--- src/hdl/scp_div.sv ---
// pipelined restoring divider, one quotient bit per stage, with overflow flag
// no dependencies
module scp_div #(
    parameter int NW     = 8,
    parameter int DW     = 8,
    parameter int QBITS  = 4,
    parameter int STAGES = 4
) (
    input  logic             i_clk,
    input  logic             i_en,
    input  logic [NW-1:0]    i_num,
    input  logic [DW-1:0]    i_den,
    output logic [QBITS-1:0] o_quo,
    output logic             o_ovf
);

    localparam int CW = ((NW > DW) ? NW : DW) + QBITS + 1;

    logic [CW-1:0]    r_rem [0:STAGES];
    logic [DW-1:0]    r_den [0:STAGES];
    logic [QBITS-1:0] r_quo [0:STAGES];
    logic             r_ovf [0:STAGES];

    // quotient does not fit when num >= den * 2^QBITS (also catches den of zero)
    always_ff @(posedge i_clk) begin
        if (i_en) begin
            r_rem[0] <= CW'(i_num);
            r_den[0] <= i_den;
            r_quo[0] <= '0;
            r_ovf[0] <= (CW'(i_num) >= (CW'(i_den) << QBITS));
        end
    end

    for (genvar k = 1; k <= STAGES; k++) begin : g_stage
        localparam int BI = STAGES - k;
        if (BI < QBITS) begin : g_step
            logic [CW:0] w_diff;
            assign w_diff = {1'b0, r_rem[k-1]} - {1'b0, (CW'(r_den[k-1]) << BI)};
            always_ff @(posedge i_clk) begin
                if (i_en) begin
                    r_den[k] <= r_den[k-1];
                    r_ovf[k] <= r_ovf[k-1];
                    if (!w_diff[CW]) begin
                        r_rem[k] <= w_diff[CW-1:0];
                        r_quo[k] <= r_quo[k-1] | (QBITS'(1) << BI);
                    end else begin
                        r_rem[k] <= r_rem[k-1];
                        r_quo[k] <= r_quo[k-1];
                    end
                end
            end
        end else begin : g_pass
            always_ff @(posedge i_clk) begin
                if (i_en) begin
                    r_rem[k] <= r_rem[k-1];
                    r_den[k] <= r_den[k-1];
                    r_quo[k] <= r_quo[k-1];
                    r_ovf[k] <= r_ovf[k-1];
                end
            end
        end
    end

    assign o_quo = r_quo[STAGES];
    assign o_ovf = r_ovf[STAGES];

endmodule

--- config.mk ---
export PLATFORM = sky130hd
export DESIGN_NAME = scp_div
export DESIGN_NICKNAME = d
export VERILOG_FILES = /design/src/hdl/scp_div.sv
export SDC_FILE = /design/constraint.sdc
export NUM_CORES = 1
export LEC_CHECK = 0
export ABC_AREA = 1
export BUFFER_PORTS_ARGS = -buffer_cell sky130_fd_sc_hd__buf_2
export CORE_UTILIZATION = 40
export DETAILED_ROUTE_END_ITERATION = 6
export HOLD_SLACK_MARGIN = 0.05
export PLACE_DENSITY = 0.7
export SYNTH_ARGS = -nofsm -noshare
export SYNTH_HDL_FRONTEND = slang
export SYNTH_SLANG_ARGS = --single-unit
--- constraint.sdc ---
create_clock -name i_clk -period 1.8 [get_ports i_clk]
set_input_delay 0.45 -clock i_clk [delete_from_list [all_inputs] [get_ports i_clk]]
set_output_delay 0.45 -clock i_clk [all_outputs]
set_load 0.03 [all_outputs]
==> results.md, run 1 <==
- Outcome: finished with violations
- Failing checks: negative setup slack
- Clock root buffer: clkbuf_16
- # port buffers: 22
- CP top delay family: simple AND/OR/NAND/NOR gates
- Mapped Cells: 486
- Pwr/cell area: 984.3 mW/mm²
- Mapped cell area: 0.004933 mm²
- Crit start category: flop
- Critical setup path kind: flop to flop
- Psw: 0.001792 W
- DR iter-0 viols: 232
- Die area: 0.01278 mm²
- Drt first pass iters: 6
- GPL Wtd Cong: 0.8819
- Final WL: 9366 µm
- Aggregate global routing overflow: 0
- Clock tree buffer depth: 2
- Max-Cap Viols: 0
- Global-route wire length before repair: 14,630 µm
- Pleak: 2.718 nW
- Fraction of registers with async set/reset: 0%
- Post-synthesis sequential area ratio: 57.22%
- Crit-path max FO: 6
- Leading area contributor after synthesis: edfxtp_1
- Final Cycle Share: 105.3%
- Combinational power share: 26.0%
- Initial antenna violation count: 0
- Worst path cell trace: ha_4, inv_4, fa_2, nand3_2, nand3_4, nand3_4, nand3_4, clkinvlp_4, nand2_1, o21ai_1
- Clk_lat worst skew: 0.34 ns
- Post-synth top flop: edfxtp_1
- FP Rows: 40
- Most numerous cell in the Yosys netlist: nand2_1
- Total vias in the final route: 3,467
- Syn_nets: 539
- Slew Limit Fails: 0
- Slowest stage cell, crit path: edfxtp_1
- Period minus WS final: 1.896 ns
- Post-synth EDFFs: 94
- RSZ-0062 raised after global routing: yes
- Post-synth top cells: nand2_1, edfxtp_1, inv_1, nor2_1, ha_1
- Chip width: 113.1 µm
- I/O pin count: 23
- Rel. slew slack: 60.22%
- Final core occ: 51.88%
- N_diodes: 0
- Critical Path RT: 1.90 ns
- Tot GR Track Use: 14.78%
- Number of global-route vias before repair: 3,325
- Worst-path clk slew: 0.06 ns
- Setup WS post-layout: -0.09555 ns
- Clock Sinks: 94
- CP peak stage delay: 0.44 ns
- Critical path endpoint category: flop
- Area share of the largest cell type after synthesis: 57.22%
- Cell mode on critical path: nand3_4
- Synth-to-layout area growth: 26.30%
- Worst Skew: 0.004930 ns
- Final hold violations: 0
- Power share of the sequential group: 46.4%
- Core Footprint: 0.01201 mm²
- Area contributors post-synth: edfxtp_1, nand2_1, ha_1, inv_1, nand3_1
- Largest net degree at the start of global routing: 57
- Initial Utilization: 41.07%
- Mean post-synth cell area: 10.15 µm²
- Wire per inst: 13.15 µm
- #FFs+latches synth: 94
- Clock power share: 27.7%
- Ys Warns: 0
- Int Pwr: 0.004341 W
- Hold crit path type: primary input to flop
- Die Y: 113.1 µm
- Max IR drop VDD: 0.7201 mV
- TritonCTS Buffers: 9
- Final Net Count: 614
- Vias per cell: 4.869
- Critical path arrival: 1.99 ns
- H-tree level count: 3
- Worst Path Buf+Inv: 2
- Fmax: 527.6 MHz
- Post-DRT Antenna Nets: 0
- Slew @ Worst Pin: 0.5921 ns
- Layout cells sized above 1: 32.39%
- Sw Ratio: 29.22%
- Detailed placement HPWL: 6284 µm
- Setup-failing EPs final: 24
- Synth cell types: 33
- CTS tree: built
- Setup TNS: -0.8571 ns
- Post-route DRC: 0
## power by group through the flow
stage	clock network (W)	registers (W)	logic, W
detailed placement	0	0.00286	0.00128
global placement	0	0.00286	0.00124
global route	0.00182	0.00286	0.00177
floorplan	0	0.00283	0.000927
finish	0.00170	0.00284	0.00159
CTS	0.00174	0.00283	0.00137
## what timing repair did
item / 4_1_cts / 5_1_grt
setup buffers: 5 / 13
resized for setup: 33 / 58
hold buffers: 0 / 0
setup endpoints to repair: 30 / 34
gates cloned: 2 / 1
pin swaps: 7 / 32
## kinds of logic after synthesis
kind of cell / share of synthesized area, %
adder cells (fa/ha/maj): 9.333
AND/OR/NAND/NOR: 19.33
XOR/XNOR: 1.953
buffers and inverters: 7.431
AO/OA/AOI/OAI: 4.743
flip-flops: 57.22
## path summary, 6_finish.rpt
path | cells after the start | slack, ns | start | to
setup / recovery | 10 | -0.1 | r_den[0][0]$_DFFE_PP_ | r_rem[1][7]$_DFFE_PP_
hold / removal | 1 | 0.29 | i_den[7] | r_den[0][7]$_DFFE_PP_
setup reg to reg | 10 | -0.1 | r_den[0][0]$_DFFE_PP_ | r_rem[1][7]$_DFFE_PP_
hold reg to reg | 0 | 0.42 | r_ovf[0][1]$_DFFE_PP_ | r_ovf[0][2]$_DFFE_PP_
## registers in the layout, summed over array words and instances (netlist names)
| name | count |
|---|---|
| r_rem | 47 |
| r_quo | 10 |
| r_den | 32 |
| r_ovf | 5 |
## stage by stage
step	cells	hold slack [ns]	setup slack (ns)	power (W)	area, µm²
final	712	0.2943	-0.09555	0.006133	6231
after global routing	712	0.2852	-0.1856	0.006461	6231
after CTS	698	0.2834	-0.08388	0.005940	5888
after detailed placement	676	0.4057	-0.1976	0.004139	5430
after global placement	676	0.4013	-0.06579	0.004094	5430
after floorplan	486	0.4003	-0.005130	0.003761	4943
## worst register-to-register path, cell delays in order, from the launching register on
cell,delay (ns)
edfxtp_1,0.44
ha_4,0.20
inv_4,0.05
fa_2,0.20
nand3_2,0.10
nand3_4,0.11
nand3_4,0.09
nand3_4,0.14
clkinvlp_4,0.15
nand2_1,0.09
o21ai_1,0.06
## layer usage
metal / GRT usage (%) / up-vias / part of all wire [%]
met3: 4.124 / 32 / 3.9
met5: 0 / - / 0
met1: 16.56 / 1590 / 41
met2: 26.13 / 87 / 52
li1: - / 1758 / -
met4: 6.754 / 0 / 3.0
## cells in the final DEF (no fill, tap or decap), types with 3 or more instances in the layout
| master | instances |
|---|---|
| nand2_1 | 103 |
| edfxtp_1 | 94 |
| inv_1 | 67 |
| buf_4 | 44 |
| nor2_1 | 32 |
| nand2_2 | 26 |
| nand3_1 | 21 |
| buf_2 | 21 |
| ha_1 | 17 |
| inv_2 | 13 |
| a21oi_1 | 11 |
| ha_4 | 11 |
| clkbuf_16 | 9 |
| xor2_1 | 7 |
| nand4_1 | 7 |
| o21ai_2 | 7 |
| nand3_2 | 6 |
| a21oi_2 | 6 |
| nand2_4 | 6 |
| nand3_4 | 5 |
| o21ai_1 | 5 |
| xnor2_1 | 4 |
| o21ai_0 | 4 |
| ha_2 | 4 |
| inv_4 | 3 |
| nor2_2 | 3 |
| fa_2 | 3 |
## cell type report
cell class                      count  area, µm²
Timing Repair inverter              2      13.76
Fill cell                        1009       5781
Timing Repair Buffer               68      486.7
Multi-Input combinational cell    301       2116
Tap cell                          147      183.9
Inverter                           85      344.1
Clock buffer                        9      225.2
Sequential cell                    94       2823
Clock inverter                      6      38.79
(Power assumes the default switching activity.)
==> run 2: changes to the inputs <==
SETUP_SLACK_MARGIN = 0.2   (was unset)
==> run 2 against run 1 <==
Against the previous run:
- the run still ends with negative setup slack left
- worst setup slack improved by 0.017 ns
- power increased by 1.1%
- clock power is essentially flat
- combinational power rose by 4%
- sequential share of layout area down 0.98 points
- critical endpoint is now r_rem[3][7]$_DFFE_PP_
- largest power group unchanged
==> results.md, run 2 (synthesis results as in run 1) <==
- Layout cells sized above 1: 36.01% (was 32.39%)
- Final Net Count: 620 (was 614)
- Critical path arrival: 1.97 ns (was 1.99 ns)
- Grt met1 use: 17.27% (was 16.56%)
- GPL Wtd Cong: 0.8763 (was 0.8819)
- Outcome: finished with violations (unchanged)
- Int Pwr: 0.004382 W (was 0.004341 W)
- Setup TNS: -0.9746 ns (was -0.8571 ns)
- Wire per inst: 12.95 µm (was 13.15 µm)
- Setup WS post-layout: -0.07813 ns (was -0.09555 ns)
- Final WL: 9310 µm (was 9366 µm)
- Aggregate global routing overflow: 0 (unchanged)
- Max IR drop VDD: 0.7182 mV (was 0.7201 mV)
- Fin cells: 719 (was 712)
- Total vias in the final route: 3,463 (was 3,467)
- Drt first pass iters: 4 (was 6)
- Final core occ: 53.02% (was 51.88%)
- N_diodes: 0 (unchanged)
- Global-route wire length before repair: 15,510 µm (was 14,630 µm)
- Vias per cell: 4.816 (was 4.869)
- Largest registers: r_rem: 47 flops, r_den: 32 flops, r_quo: 10 flops (unchanged)
- RSZ-0062 raised after global routing: yes (unchanged)
- Detailed placement HPWL: 6353 µm (was 6284 µm)
- Die Y: 113.1 µm (unchanged)
- Clock tree buffer depth: 2 (unchanged)
- FP Rows: 40 (unchanged)
- Failing checks: negative setup slack (unchanged)
- Setup-failing EPs final: 22 (was 24)
- Final hold violations: 0 (unchanged)
- Chip width: 113.1 µm (unchanged)
- Worst hold margin: 0.2972 ns (was 0.2943 ns)
- Filler cells: 1,000 (was 1,009)
- Initial antenna violation count: 0 (unchanged)
- Max-Cap Viols: 0 (unchanged)
- CTS tree: built (unchanged)
- Clock root buffer: clkbuf_16 (unchanged)
- Critical setup path kind: flop to flop (unchanged)
- Critical path endpoint category: flop (unchanged)
- Max reg flops: 47 (unchanged)
- Clock power share: 27.4% (was 27.7%)
- Initial Utilization: 41.07% (unchanged)
- Commonest cells after routing, fill and taps aside: nand2_1, edfxtp_1, inv_1 (unchanged)
- Largest net degree at the start of global routing: 41 (was 57)
- Sw Ratio: 29.29% (was 29.22%)
- Combinational power share: 26.7% (was 26.0%)
- Total chip power: 0.006198 W (was 0.006133 W)
- Pleak: 2.783 nW (was 2.718 nW)
- Slew Limit Fails: 0 (unchanged)
- TritonCTS Buffers: 9 (unchanged)
- Clk_lat worst skew: 0.34 ns (about the same)
- Period minus WS final: 1.878 ns (was 1.896 ns)
- Final Cycle Share: 104.3% (was 105.3%)
- Largest Register: r_rem (unchanged)
- Number of global-route vias before repair: 3,592 (was 3,325)
- Worst Skew: 0.004473 ns (was 0.004930 ns)
- Clock Sinks: 94 (unchanged)
- Pwr/cell area: 973.2 mW/mm² (was 984.3 mW/mm²)
- I/O pin count: 23 (unchanged)
- Met3 Use GR: 4.178% (was 4.124%)
- Post-DRT Antenna Nets: 0 (unchanged)
- Core Footprint: 0.01201 mm² (unchanged)
- Psw: 0.001816 W (was 0.001792 W)
- Rel. slew slack: 67.38% (was 60.22%)
- H-tree level count: 3 (unchanged)
- Placed cell count: 668 (was 676)
- Hold crit path type: primary input to flop (unchanged)
- Synth-to-layout area growth: 29.09% (was 26.30%)
- Post-route DRC: 0 (unchanged)
- Slew @ Worst Pin: 0.4893 ns (was 0.5921 ns)
- Worst-path clk slew: 0.06 ns (about the same)
- Crit-path max FO: 8 (was 6)
- Met2 GRT Util: 27.32% (was 26.13%)
- Fmax: 532.4 MHz (was 527.6 MHz)
- Critical Path RT: 1.89 ns (was 1.90 ns)
- GR peak layer: met2 (unchanged)
- Power share of the sequential group: 45.9% (was 46.4%)
- # port buffers: 22 (unchanged)
- Crit start category: flop (unchanged)
- DR iter-0 viols: 213 (was 232)
- Tot GR Track Use: 15.60% (was 14.78%)
- Die area: 0.01278 mm² (unchanged)
-- run 2: what timing repair did --
action / CTS / global route
hold buffers: 0 / 0
gates resized for setup: 63 / 41
pin swaps: 19 / 19
gates cloned: 3 / 0
setup endpoints to repair: 36 / 36
setup buffers: 24 / 8
-- run 2: per-stage QoR --
stage               cell area, µm²  setup slack [ns]
floorplan                     5036         -0.004929
detailed placement            5438           -0.1139
CTS                           6138          -0.05753
global route                  6369           -0.1981
global placement              5438          -0.01682
finish                        6369          -0.07813
-- run 2: power groups by stage --
stage | clock, W | combinational, W | sequential, W
after detailed placement | 0 | 0.00128 | 0.00287
final | 0.00170 | 0.00166 | 0.00284
after global routing | 0.00182 | 0.00185 | 0.00286
after global placement | 0 | 0.00124 | 0.00287
after CTS | 0.00175 | 0.00149 | 0.00283
after floorplan | 0 | 0.000969 | 0.00284
-- run 2: final timing paths --
check / depth (start not counted) / startpoint / slack (ns) / to
setup / recovery: 8 / r_den[0][16]$_DFFE_PP_ / -0.08 / r_rem[3][7]$_DFFE_PP_
hold / removal: 1 / i_num[0] / 0.30 / r_rem[0][0]$_DFFE_PP_
setup reg to reg: 8 / r_den[0][16]$_DFFE_PP_ / -0.08 / r_rem[3][7]$_DFFE_PP_
hold reg to reg: 0 / r_ovf[0][1]$_DFFE_PP_ / 0.41 / r_ovf[0][2]$_DFFE_PP_
-- run 2: layout make-up --
class / instances / area, µm² / share of cell area (%)
multi-input combinational: 300 / 2181 / 34.24
inverter: 85 / 334.1 / 5.246
clock inverter: 6 / 38.79 / 0.6090
tap: 147 / 183.9 / 2.888
sequential: 94 / 2823 / 44.32
clock buffer: 10 / 229.0 / 3.595
timing repair buffer: 74 / 549.3 / 8.625
timing repair inverter: 3 / 30.03 / 0.4715
-- run 2: layer usage --
metal	vias to the layer above	wire length (µm)	share of wire, %
li1	1770	-	-
met2	73	4693	50
met1	1582	3907	42
met4	0	421	4.5
met5	-	0	0
met3	38	287	3.1
-- run 2: worst max-delay path: stages (launching register included) --
cell and delay (ns):
edfxtp_1 0.41, ha_2 0.21, fa_2 0.37, o21ai_4 0.19
nand2_2 0.11, nand3_4 0.14, inv_8 0.07, nand2_2 0.06
nand2_1 0.06
